**src/sv/apo_pkg.sv**
```systemverilog
// shared types and constants for the aabb point push-out block
package apo_pkg;

    localparam int MAX_BOXES = 16;
    localparam int AW        = $clog2(MAX_BOXES);
    localparam int CNTW      = $clog2(MAX_BOXES + 1);

    localparam int CW  = 16;
    localparam int HW  = 15;
    localparam int RW  = 12;
    localparam int LW  = 15;
    localparam int BCW = 5;
    localparam int PW  = 18;
    localparam int WW  = 20;

    localparam int CFG_IW = 2;
    localparam int CFG_DW = 15;

    localparam logic CMD_LOAD  = 1'b0;
    localparam logic CMD_QUERY = 1'b1;

    localparam logic [CFG_IW-1:0] CFG_EDGE_LIMIT = 2'd0;
    localparam logic [CFG_IW-1:0] CFG_BOX_COUNT  = 2'd1;

    localparam logic [LW-1:0]  EDGE_LIMIT_RST = 15'd14080;
    localparam logic [BCW-1:0] BOX_COUNT_RST  = 5'd0;

    typedef struct packed {
        logic signed [CW-1:0] cx;
        logic signed [CW-1:0] cz;
        logic [HW-1:0]        hx;
        logic [HW-1:0]        hz;
    } t_box;

endpackage

```
**src/sv/apo_if.sv**
```systemverilog
// channel interfaces for item, result and register write transfers
interface apo_in_if;
    import apo_pkg::*;
    logic                 valid;
    logic                 ready;
    logic                 command;
    logic [3:0]           box_index;
    logic signed [CW-1:0] box_centre_x;
    logic signed [CW-1:0] box_centre_z;
    logic [HW-1:0]        box_half_x;
    logic [HW-1:0]        box_half_z;
    logic signed [CW-1:0] point_x;
    logic signed [CW-1:0] point_z;
    logic [RW-1:0]        radius;

    modport source (
        output valid, command, box_index, box_centre_x, box_centre_z,
               box_half_x, box_half_z, point_x, point_z, radius,
        input  ready
    );
    modport sink (
        input  valid, command, box_index, box_centre_x, box_centre_z,
               box_half_x, box_half_z, point_x, point_z, radius,
        output ready
    );
endinterface

interface apo_out_if;
    import apo_pkg::*;
    logic                 valid;
    logic                 ready;
    logic signed [CW-1:0] out_x;
    logic signed [CW-1:0] out_z;

    modport source (output valid, out_x, out_z, input ready);
    modport sink (input valid, out_x, out_z, output ready);
endinterface

interface apo_cfg_if;
    import apo_pkg::*;
    logic              valid;
    logic              ready;
    logic [CFG_IW-1:0] index;
    logic [CFG_DW-1:0] data;

    modport source (output valid, index, data, input ready);
    modport sink (input valid, index, data, output ready);
endinterface

```
**src/sv/apo_box_step.sv**
```systemverilog
// push-out of the running point against one widened box
module apo_box_step (
    input  logic signed [apo_pkg::PW-1:0] i_px,
    input  logic signed [apo_pkg::PW-1:0] i_pz,
    input  apo_pkg::t_box                 i_box,
    input  logic [apo_pkg::RW-1:0]        i_radius,
    output logic signed [apo_pkg::PW-1:0] o_px,
    output logic signed [apo_pkg::PW-1:0] o_pz
);
    import apo_pkg::*;

    logic signed [WW-1:0] px_w, pz_w, cx_w, cz_w, hx, hz;
    logic signed [WW-1:0] dx, dz, ax, az, gx, gz, fx, fz;
    logic                 hit;

    assign px_w = $signed({{(WW-PW){i_px[PW-1]}}, i_px});
    assign pz_w = $signed({{(WW-PW){i_pz[PW-1]}}, i_pz});
    assign cx_w = $signed({{(WW-CW){i_box.cx[CW-1]}}, i_box.cx});
    assign cz_w = $signed({{(WW-CW){i_box.cz[CW-1]}}, i_box.cz});
    assign hx   = $signed({{(WW-HW){1'b0}}, i_box.hx})
                + $signed({{(WW-RW){1'b0}}, i_radius});
    assign hz   = $signed({{(WW-HW){1'b0}}, i_box.hz})
                + $signed({{(WW-RW){1'b0}}, i_radius});

    assign dx = px_w - cx_w;
    assign dz = pz_w - cz_w;
    assign ax = dx[WW-1] ? -dx : dx;
    assign az = dz[WW-1] ? -dz : dz;
    assign gx = hx - ax;
    assign gz = hz - az;
    assign fx = dx[WW-1] ? cx_w - hx : cx_w + hx;
    assign fz = dz[WW-1] ? cz_w - hz : cz_w + hz;

    assign hit = (ax < hx) && (az < hz);

    always_comb begin
        o_px = i_px;
        o_pz = i_pz;
        if (hit) begin
            if (gx < gz) begin
                o_px = fx[PW-1:0];
            end else begin
                o_pz = fz[PW-1:0];
            end
        end
    end
endmodule

```
**src/sv/aabb_point_push_out_top.sv**
```systemverilog
// top level: box store, query sequencer, clamp and result register
// a load transfer writes the box store in its accept cycle, no result
// a query visits one box per cycle, then the clamp step writes the result register
// a new item is accepted only in idle, once the previous query has written its result; box_count saturated at MAX_BOXES
// the clamp cycle holds while the output register is full and not taken
// synchronous active-low reset clears control and configuration registers, datapath and box store are not cleared
module aabb_point_push_out_top (
    input  logic              i_clk,
    input  logic              i_rst_n,
    apo_in_if.sink            i_in,
    apo_out_if.source         o_out,
    apo_cfg_if.sink           i_cfg
);
    import apo_pkg::*;

    localparam logic [1:0] S_IDLE  = 2'd0;
    localparam logic [1:0] S_RUN   = 2'd1;
    localparam logic [1:0] S_CLAMP = 2'd2;

    t_box                 mem [MAX_BOXES];
    t_box                 r_rd_data;
    logic [AW-1:0]        rd_addr;

    logic [1:0]           r_state, n_state;
    logic [AW-1:0]        r_idx, n_idx;
    logic [CNTW-1:0]      r_cnt, n_cnt;
    logic signed [PW-1:0] r_px, n_px, r_pz, n_pz;
    logic [RW-1:0]        r_radius, n_radius;
    logic [LW-1:0]        r_edge_limit;
    logic [BCW-1:0]       r_box_count;
    logic                 r_out_valid, n_out_valid;
    logic signed [CW-1:0] r_out_x, n_out_x, r_out_z, n_out_z;

    logic                 in_xfer, load_xfer, query_xfer, out_free, last;
    logic [CNTW-1:0]      sat_cnt;
    logic signed [PW-1:0] step_px, step_pz;
    logic signed [PW-1:0] lim_p, lim_n;

    assign in_xfer    = i_in.valid && i_in.ready;
    assign load_xfer  = in_xfer && (i_in.command == CMD_LOAD);
    assign query_xfer = in_xfer && (i_in.command == CMD_QUERY);
    assign out_free   = !r_out_valid || o_out.ready;

    assign i_in.ready  = (r_state == S_IDLE);
    assign i_cfg.ready = 1'b1;

    assign o_out.valid = r_out_valid;
    assign o_out.out_x = r_out_x;
    assign o_out.out_z = r_out_z;

    assign sat_cnt = (r_box_count > BCW'(MAX_BOXES)) ? CNTW'(MAX_BOXES)
                                                     : CNTW'(r_box_count);
    assign last    = ({1'b0, r_idx} == CNTW'(r_cnt - CNTW'(1)));
    assign rd_addr = (r_state == S_IDLE) ? '0 : AW'(r_idx + AW'(1));

    // box store, one write and one registered read port
    always_ff @(posedge i_clk) begin
        if (load_xfer) begin
            mem[i_in.box_index[AW-1:0]] <= '{cx: i_in.box_centre_x,
                                            cz: i_in.box_centre_z,
                                            hx: i_in.box_half_x,
                                            hz: i_in.box_half_z};
        end
        r_rd_data <= mem[rd_addr];
    end

    apo_box_step u_step (
        .i_px     (r_px),
        .i_pz     (r_pz),
        .i_box    (r_rd_data),
        .i_radius (r_radius),
        .o_px     (step_px),
        .o_pz     (step_pz)
    );

    assign lim_p = $signed({{(PW-LW){1'b0}}, r_edge_limit});
    assign lim_n = -lim_p;

    always_comb begin
        n_state     = r_state;
        n_idx       = r_idx;
        n_cnt       = r_cnt;
        n_px        = r_px;
        n_pz        = r_pz;
        n_radius    = r_radius;
        n_out_valid = r_out_valid && !o_out.ready;
        n_out_x     = r_out_x;
        n_out_z     = r_out_z;
        case (r_state)
            S_IDLE: begin
                if (query_xfer) begin
                    n_px     = $signed({{(PW-CW){i_in.point_x[CW-1]}}, i_in.point_x});
                    n_pz     = $signed({{(PW-CW){i_in.point_z[CW-1]}}, i_in.point_z});
                    n_radius = i_in.radius;
                    n_idx    = '0;
                    n_cnt    = sat_cnt;
                    n_state  = (sat_cnt == '0) ? S_CLAMP : S_RUN;
                end
            end
            S_RUN: begin
                n_px  = step_px;
                n_pz  = step_pz;
                n_idx = AW'(r_idx + AW'(1));
                if (last) begin
                    n_state = S_CLAMP;
                end
            end
            S_CLAMP: begin
                if (out_free) begin
                    n_out_valid = 1'b1;
                    if (r_px > lim_p) begin
                        n_out_x = lim_p[CW-1:0];
                    end else if (r_px < lim_n) begin
                        n_out_x = lim_n[CW-1:0];
                    end else begin
                        n_out_x = r_px[CW-1:0];
                    end
                    if (r_pz > lim_p) begin
                        n_out_z = lim_p[CW-1:0];
                    end else if (r_pz < lim_n) begin
                        n_out_z = lim_n[CW-1:0];
                    end else begin
                        n_out_z = r_pz[CW-1:0];
                    end
                    n_state = S_IDLE;
                end
            end
            default: begin
                n_state = S_IDLE;
            end
        endcase
    end

    always_ff @(posedge i_clk) begin
        if (!i_rst_n) begin
            r_state      <= S_IDLE;
            r_out_valid  <= 1'b0;
            r_edge_limit <= EDGE_LIMIT_RST;
            r_box_count  <= BOX_COUNT_RST;
            r_idx        <= '0;
            r_cnt        <= '0;
        end else begin
            r_state     <= n_state;
            r_out_valid <= n_out_valid;
            r_idx       <= n_idx;
            r_cnt       <= n_cnt;
            if (i_cfg.valid && i_cfg.ready) begin
                case (i_cfg.index)
                    CFG_EDGE_LIMIT: r_edge_limit <= i_cfg.data[LW-1:0];
                    CFG_BOX_COUNT:  r_box_count  <= i_cfg.data[BCW-1:0];
                    default: begin
                    end
                endcase
            end
        end
    end

    always_ff @(posedge i_clk) begin
        r_px     <= n_px;
        r_pz     <= n_pz;
        r_radius <= n_radius;
        r_out_x  <= n_out_x;
        r_out_z  <= n_out_z;
    end
endmodule

```
**src/flat_wrapper.sv**
```systemverilog
// flat-port wrapper written by rule: the top's interface ports become plain ports
module aabb_point_push_out_top_flat import apo_pkg::*;
  (i_clk, i_rst_n, i_in_valid, i_in_command, i_in_box_index, i_in_box_centre_x, i_in_box_centre_z, i_in_box_half_x, i_in_box_half_z, i_in_point_x, i_in_point_z, i_in_radius, i_in_ready, o_out_valid, o_out_out_x, o_out_out_z, o_out_ready, i_cfg_valid, i_cfg_index, i_cfg_data, i_cfg_ready);
  apo_in_if i_in_i ();
  apo_out_if o_out_i ();
  apo_cfg_if i_cfg_i ();
  input  logic i_clk;
  input  logic i_rst_n;
  input wire logic [$bits(i_in_i.valid)-1:0] i_in_valid;
  input wire logic [$bits(i_in_i.command)-1:0] i_in_command;
  input wire logic [$bits(i_in_i.box_index)-1:0] i_in_box_index;
  input wire logic [$bits(i_in_i.box_centre_x)-1:0] i_in_box_centre_x;
  input wire logic [$bits(i_in_i.box_centre_z)-1:0] i_in_box_centre_z;
  input wire logic [$bits(i_in_i.box_half_x)-1:0] i_in_box_half_x;
  input wire logic [$bits(i_in_i.box_half_z)-1:0] i_in_box_half_z;
  input wire logic [$bits(i_in_i.point_x)-1:0] i_in_point_x;
  input wire logic [$bits(i_in_i.point_z)-1:0] i_in_point_z;
  input wire logic [$bits(i_in_i.radius)-1:0] i_in_radius;
  output wire logic [$bits(i_in_i.ready)-1:0] i_in_ready;
  output wire logic [$bits(o_out_i.valid)-1:0] o_out_valid;
  output wire logic [$bits(o_out_i.out_x)-1:0] o_out_out_x;
  output wire logic [$bits(o_out_i.out_z)-1:0] o_out_out_z;
  input wire logic [$bits(o_out_i.ready)-1:0] o_out_ready;
  input wire logic [$bits(i_cfg_i.valid)-1:0] i_cfg_valid;
  input wire logic [$bits(i_cfg_i.index)-1:0] i_cfg_index;
  input wire logic [$bits(i_cfg_i.data)-1:0] i_cfg_data;
  output wire logic [$bits(i_cfg_i.ready)-1:0] i_cfg_ready;
  assign i_in_i.valid = i_in_valid;
  assign i_in_i.command = i_in_command;
  assign i_in_i.box_index = i_in_box_index;
  assign i_in_i.box_centre_x = i_in_box_centre_x;
  assign i_in_i.box_centre_z = i_in_box_centre_z;
  assign i_in_i.box_half_x = i_in_box_half_x;
  assign i_in_i.box_half_z = i_in_box_half_z;
  assign i_in_i.point_x = i_in_point_x;
  assign i_in_i.point_z = i_in_point_z;
  assign i_in_i.radius = i_in_radius;
  assign i_in_ready = i_in_i.ready;
  assign o_out_valid = o_out_i.valid;
  assign o_out_out_x = o_out_i.out_x;
  assign o_out_out_z = o_out_i.out_z;
  assign o_out_i.ready = o_out_ready;
  assign i_cfg_i.valid = i_cfg_valid;
  assign i_cfg_i.index = i_cfg_index;
  assign i_cfg_i.data = i_cfg_data;
  assign i_cfg_ready = i_cfg_i.ready;
  aabb_point_push_out_top u_core (.i_clk(i_clk), .i_rst_n(i_rst_n), .i_in(i_in_i), .o_out(o_out_i), .i_cfg(i_cfg_i));
endmodule
```
**config.mk**
```make
export PLATFORM = sky130hd
export DESIGN_NAME = aabb_point_push_out_top_flat
export DESIGN_NICKNAME = d
export VERILOG_FILES = /design/src/sv/apo_pkg.sv /design/src/sv/apo_if.sv /design/src/sv/apo_box_step.sv /design/src/sv/aabb_point_push_out_top.sv /design/src/flat_wrapper.sv
export SDC_FILE = /design/constraint.sdc
export NUM_CORES = 2
export LEC_CHECK = 0
export CORE_AREA = 2 2 312 314
export DETAILED_ROUTE_END_ITERATION = 10
export DIE_AREA = 0 0 314 316
export DONT_BUFFER_PORTS = 1
export GPL_TIMING_DRIVEN = 0
export PLACE_DENSITY_LB_ADDON = 0.1
export SLEW_MARGIN = 10
export SYNTH_ARGS = -nofsm -noshare
export SYNTH_HDL_FRONTEND = slang
export SYNTH_SLANG_ARGS = --single-unit
```
**constraint.sdc**
```tcl
create_clock -name i_clk -period 7.9 [get_ports i_clk]
set_input_delay 0.79 -clock i_clk [delete_from_list [all_inputs] [get_ports i_clk]]
set_output_delay 0.79 -clock i_clk [all_outputs]
set_load 0.02 [all_outputs]
```
Yosys cells after proc, flatten, opt, wreduce, memory -nomap -nowiden
Memories as Yosys holds them, arrays and structs flattened. A register that Yosys moved wholly into a read port is not among the register bits.
Cells that the tools add are included.
{"block": "classes", "n_addsub": 15, "order_cmp": 8, "eq_ne": 10, "mux": 29, "n_bitwise": 1, "reduce_logical": 20}
{"cell": "two-way mux 18 bit", "count": 8}
{"cell": "case mux 18 bit (2 select lines)", "count": 2}
{"cell": "less-than comparator 20 bit", "count": 2}
{"cell": "two-way mux 20 bit", "count": 2}
{"cell": "negation 19 -> 20 bit", "count": 2}
{"cell": "subtractor 18 x 16 -> 19 bit", "count": 2}
{"cell": "adder 16 x 17 -> 18 bit", "count": 2}
{"cell": "> comparator 18 x 16 -> 1 bit", "count": 2}
{"cell": "less-than comparator 18 bit", "count": 2}
{"cell": "subtractor 16 x 17 -> 18 bit", "count": 2}
{"cell": "adder 15 x 12 -> 16 bit", "count": 2}
{"cell": "two-way mux 16 bit", "count": 2}
{"cell": "two-way mux 15 bit", "count": 2}
{"cell": "less-than comparator 20 x 17 -> 1 bit", "count": 1}
{"cell": "subtractor 17 x 20 -> 20 bit", "count": 1}
{"cell": "subtractor 20 bit", "count": 1}
{"cell": "negation 15 -> 18 bit", "count": 1}
{"cell": "AND reduction 2 bit", "count": 5}
{"cell": "two-way mux 2 bit", "count": 4}
{"cell": "two-way mux 4 bit", "count": 2}
{"cell": "inequality test 2 bit, second input constant", "count": 4}
{"cell": "case mux 4 bit (2 select lines)", "count": 1}
{"cell": "AND reduction 4 bit", "count": 2}
{"cell": "case mux 2 bit (3 select lines)", "count": 1}
{"cell": "17 further kinds", "count": 28}
{"block": "totals", "register_bits": 112, "ram_bits": 992, "input_bits": 133, "out_inout_bits": 35, "mem_count": 1}
{"memory": "u_core.mem", "depth": 16, "width": 62, "read_ports": 1, "rd_clocked_by_memory_dff": 1, "wr": 1, "line_no": "aabb_point_push_out_top.sv:20", "source": "t_box mem [MAX_BOXES];"}

Depth between registers and ports, before layout
{"block": "depth", "word_depth": 8, "mapped_depth": 35, "mapped_depth_nobuf": 33}

Modules after synthesis
Synthesis repeated with hierarchy kept, for this count alone.
{"block": "unflattened", "cells_unflattened": 4703, "area_unflattened_um2": 56409.1}
{"mod": "aabb_point_push_out_top", "n_inst": 1, "cells_per_inst": 3467, "area_per_inst_um2": 47320.4, "seq_area_each_um2": 34072.7}
{"mod": "apo_box_step", "n_inst": 1, "cells_per_inst": 1236, "area_per_inst_um2": 9088.7, "seq_area_each_um2": 0.0}

Worst setup path before layout
Ideal clock, no wire load.
{"block": "synth_timing", "path_type": "reg-to-reg", "from": "register u_core.r_px[0]", "to": "register u_core.r_px[0] (enable)", "setup_ns": 0.374, "arrival_ns": 7.064, "t_required_ns": 7.526, "setup_slack_ns": 0.462, "path_stages_with_launch": 35, "synth_period_minus_slack_ns": 7.438, "path_cell_list": "edfxtp_1 > inv_1 > ha_1 > inv_1 > fa_1 > a21o_1 > a22o_1 > o41a_1 > nand3_1 > a21oi_1 > o41ai_2 > clkbuf_1 > buf_1 > nor2_1 > a21oi_1 > ha_1 > nor2b_1 > o21ai_0 > a21boi_0 > o211ai_1 > a211oi_1 > o21a_1 > o21a_1 > o2111ai_1 > a21oi_1 > xnor2_1 > ha_1 > a21o_1 > a2111oi_0 > o21ai_0 > a22oi_1 > o21ai_0 > nor2_1 > and4_1 > a21o_1"}
{"block": "synth_via", "elab_chain_cells": 7}
{"item": "start: declaration", "line_no": "aabb_point_push_out_top.sv:27", "source": "logic signed [PW-1:0] r_px, n_px, r_pz, n_pz;"}
{"item": "start signal: assignment", "line_no": "aabb_point_push_out_top.sv:159", "source": "r_px <= n_px;"}
{"item": "subtractor 18 x 16 -> 19 bit *", "line_no": "apo_box_step.sv:25", "source": "assign dx = px_w - cx_w;"}
{"item": "negation 19 -> 20 bit", "line_no": "apo_box_step.sv:27", "source": "assign ax = dx[WW-1] ? -dx : dx;"}
{"item": "two-way mux 20 bit *", "line_no": "apo_box_step.sv:27"}
{"item": "subtractor 20 bit or less-than comparator 20 bit (tied branches)", "line_no": "apo_box_step.sv:29, apo_box_step.sv:34"}
{"item": "less-than comparator 20 bit or logical AND 1 bit (tied branches)", "line_no": "apo_box_step.sv:40, apo_box_step.sv:34"}
{"item": "inequality test 2 bit (no line)"}
{"item": "AND reduction 4 bit (no line) *"}
Mark *: on every way between the ends. The rest lies on a longest branch, timed or not.
A chain may end at the register's enable or synchronous reset.

Worst setup path in the final report
{"block": "layout_timing", "from": "register u_core.r_px[0]", "to": "register u_core.r_px[2] (enable)"}
The elaborated chain is that of the path after synthesis.

==> reports/summary.log <==
[timing] Max Clock Skew 0.0256 ns
[die] vertical die dimension 316 microns
[grt] GR Util All Layers 31.5%
[worst_setup_path] critical path data required time 8.29 ns
[worst_setup_path] largest fanout on the critical path 10
[timing] hold violation total from the final report 0
[synth] number of flops mapped to enable cells by yosys 1,072
[pwr] total power density per cell area 263 mW/mm^2
[grt] via count of the first global-routing pass 36,800
[clock_network] number of buffers added by the clock tree synthesis step 115
[die] IO Count 168
[run] number of max-cap violations 0
[clock_network] Clock Sink Count 1,166
[die] Die Width 314 microns
[worst_setup_path] element type at the critical path start flip-flop
[worst_setup_path] category of the critical setup timing path flip-flop to flip-flop
[placement] quantity of I/O buffers inserted on ports 0
[hold_path] class of the worst hold path input pin to flip-flop
[routing] initial drt markers 4,531
[grt] initial antenna violation count 13
[synth] sequential cell area fraction in the yosys report 61.7%
[routing] post-route ant nets 0
[routing] via density per instance 6.30
[clock_network] buffer levels on the longest clock path 3
[status] result of the run completed
[routing] per-cell routed wire length 25.8 microns
[timing] Max transition margin 6.29%
[routing] DR DRC count 0
[timing] Max Slew Vio Count 0
[routing] routed via count 38,500
[clock_network] clock latency on the worst-skew pair 0.70 ns
[final_layout] share of final-layout standard cells stronger than drive strength 1 6.44%
[pwr] standby leakage power 21.2 nW
[die] initial standard-cell utilization of the core 57.5%
[synth] number of instances in the synthesized netlist 4,551
[timing] Worst Tran Pin Value 1.40 ns
[synth] Unique masters post-synth 85
[clock_network] CTS H-tree lvls 3
[synth] share of async-settable or async-resettable flops after synthesis 0%
[placement] worst setup slack before clock tree synthesis -1.11 ns
[worst_setup_path] reg-to-reg critical path startpoint u_core.r_px[0]$_DFFE_PP_
[synth] number of nets produced by synthesis 4,910
[pwr] VDD IR-drop max 0.205 mV
[final_layout] total of fill cells in the finished design 7,285
[timing] fin crit period 7.61 ns
[die] row count 114
[routing] wirelength, routed 158 mm
[final_layout] net total in the final layout 5,089
[timing] setup violation total in the final timing report 0
[timing] Setup WS post-layout 0.291 ns
[worst_setup_path] startpoint of the worst setup timing path u_core.r_px[0]$_DFFE_PP_
[final_layout] synth-to-layout area growth 11.4%
[placement] weighted congestion at the end of routability-driven global placement 0.930
[die] standard cell core area 0.0960 sq mm
[worst_setup_path] critical path capture point type flip-flop
[placement] HPWL reported at the end of detailed placement 113 mm
[timing] Final period util 96.3%
[synth] Netlist Area Pre-Place 0.0552 sq mm
[worst_setup_path] most frequent cell on the critical path ha_1
[hold_path] start point of the worst hold path i_in_box_half_x[7]
[grt] maximum number of pins on one net before global-route repair 33
[grt] first-pass GRT wire length 230 mm
[clock_network] register clock-pin slew on the reported worst setup and hold paths 0.06 ns
[clock_network] clock root buffer clkbuf_16
[clock_network] TritonCTS clock tree yes
[routing] First-pass DRT Iterations 7
[grt] global-route congestion overflow total 0
[timing] achievable clock frequency 131 MHz
[worst_setup_path] cell with the largest stage delay on the worst path o41a_1
[die] Die ar. 0.0992 sq mm
[synth] Mean Syn Cell Area 12.1 sq um
[timing] final hold slack 0.180 ns
[synth] number of register bits inferred by synthesis 1,166
[worst_setup_path] largest incremental delay on the critical path 0.52 ns
[worst_setup_path] arrival time reported for the critical path endpoint 8.00 ns
[synth] Synth Warn # 0
[synth] predominant post-synthesis flop cell edfxtp_1
[worst max-delay path, delay by kind of cell, from the launching register on]
kind | cells | cell delay, ns
AO/OA/AOI/OAI | 19 | 4.25
XOR/XNOR | 2 | 0.35
adder cells (fa/ha/maj) | 4 | 1.20
buffers and inverters | 3 | 0.41
flip-flops | 1 | 0.38
AND/OR/NAND/NOR | 4 | 0.69
[synthesized netlist by cell type, types with 6 or more instances]
cell type,count,area share [%]
nor3_1,60,0.54
nor2_1,120,0.82
a2111oi_0,11,0.17
o2bb2ai_1,9,0.14
a211oi_1,323,4.4
o311ai_0,7,0.11
a311oi_1,126,2.0
or3_1,29,0.33
a21o_1,49,0.67
a211o_1,8,0.13
o211ai_1,13,0.18
or2_2,11,0.12
nand3_1,41,0.37
nand2_1,677,4.6
clkbuf_1,246,1.7
nand2b_1,26,0.29
nor4_1,11,0.12
a21oi_1,242,2.2
inv_1,123,0.84
xnor2_1,111,1.8
fa_1,8,0.29
edfxtp_1,1072,58
buf_1,9,0.061
o31ai_1,17,0.23
nand3b_1,8,0.11
ha_1,218,4.9
o21bai_1,12,0.16
xor2_1,56,0.89
dfxtp_1,94,3.4
nor3b_1,7,0.095
a21boi_0,33,0.45
and3_1,25,0.28
and2_1,8,0.091
a31oi_1,137,1.6
mux2i_1,37,0.67
nand4_1,26,0.29
o31a_1,6,0.095
o21a_1,40,0.54
or4_1,12,0.16
and4_1,8,0.13
nor2b_1,283,3.2
o21ai_0,108,0.98
[cell families (layout without fill, tap and decap cells)]
family	Yosys count	in the layout	share of synthesized area, %
XOR/XNOR	169	169	2.73
multiplexers	42	42	0.773
AND/OR/NAND/NOR	1369	1369	11.9
flip-flops	1166	1166	61.7
adder cells (fa/ha/maj)	226	226	5.23
other	1	5	0.00679
buffers and inverters	381	654	2.61
AO/OA/AOI/OAI	1197	1200	15.0
[area by class of cell]
cell class              count  area, sq um  area share, %
plain buffers             254          990           1.61
diodes                      4         10.0         0.0163
multi-input cells        3007        20000           32.4
flip-flops and latches   1166        34100           55.4
clock inverters            69          523          0.850
repair buffers             62          801           1.30
well taps                1276         1600           2.60
inverters                 124          465          0.757
clock buffers             145         3090           5.03
[metal layers]
metal	track usage [%]	wire length (microns)	up-vias
li1	-	-	17600
met1	40.8	61100	18700
met2	51.7	74300	1767
met3	5.79	14300	334
met4	15.1	7740	8
met5	0	56	-
[cells in the final DEF (no fill, tap or decap), types with 107 or more instances in the layout]
cell	n
edfxtp_1	1072
nand2_1	677
a211oi_1	320
nor2b_1	282
clkbuf_1	257
a21oi_1	239
ha_1	218
a31oi_1	136
a311oi_1	126
inv_1	121
clkbuf_16	118
xnor2_1	111
nor2_1	107
[where the power goes]
part	switching, mW	total (mW)	internal, mW
Clock	2.30	5.26	2.96
Sequential	0.114	6.97	6.85
Combinational	2.35	3.93	1.58
Total	4.76	16.2	11.4
[worst paths after layout]
check        slack [ns]                           end  cells after the start
max                0.29      u_core.r_px[2]$_DFFE_PP_                     32
min                0.18   u_core.mem[4][22]$_DFFE_PP_                      0
max reg2reg        0.29      u_core.r_px[2]$_DFFE_PP_                     32
min reg2reg        0.49  u_core.r_cnt[4]$_SDFFE_PN0P_                      2
[flip-flops by register name (all words and copies together), names as in the netlist]
signal               flops
u_core.mem             992
u_core.r_pz             18
u_core.r_state           2
u_core.r_radius         12
u_core.r_idx             4
u_core.o_out.out_x      16
u_core.r_rd_data        62
u_core.r_cnt             5
u_core.o_out.valid       1
u_core.o_out.out_z      16
u_core.r_px             18
u_core.r_edge_limit     15
u_core.r_box_count       5
[metrics by stage]
stage / TNS (ns) / instances / total power, mW / area (sq um) / utilization, %
2_1_floorplan: 0 / 4551 / 9.88 / 55200 / -
3_3_place_gp: -748.00 / 5827 / 10.8 / 56800 / 59.2
3_5_place_dp: -32.08 / 5881 / 10.9 / 57700 / 60.1
4_1_cts: 0 / 6102 / 16.1 / 61400 / 64.0
5_1_grt: -0.171 / 6104 / 16.9 / 61500 / 64.1
6_report: 0 / 6107 / 16.2 / 61500 / 64.1
[timing repair]
| item | in CTS | in global routing |
|---|---|---|
| buffers inserted | 5 | 3 |
| resized for setup | 19 | 27 |
| cloned | 2 | 1 |
| hold buffers | 0 | 0 |
| pin swaps | 3 | 5 |
| setup endpoints to repair | 36 | 36 |
Power figures use the tool's default switching activity.
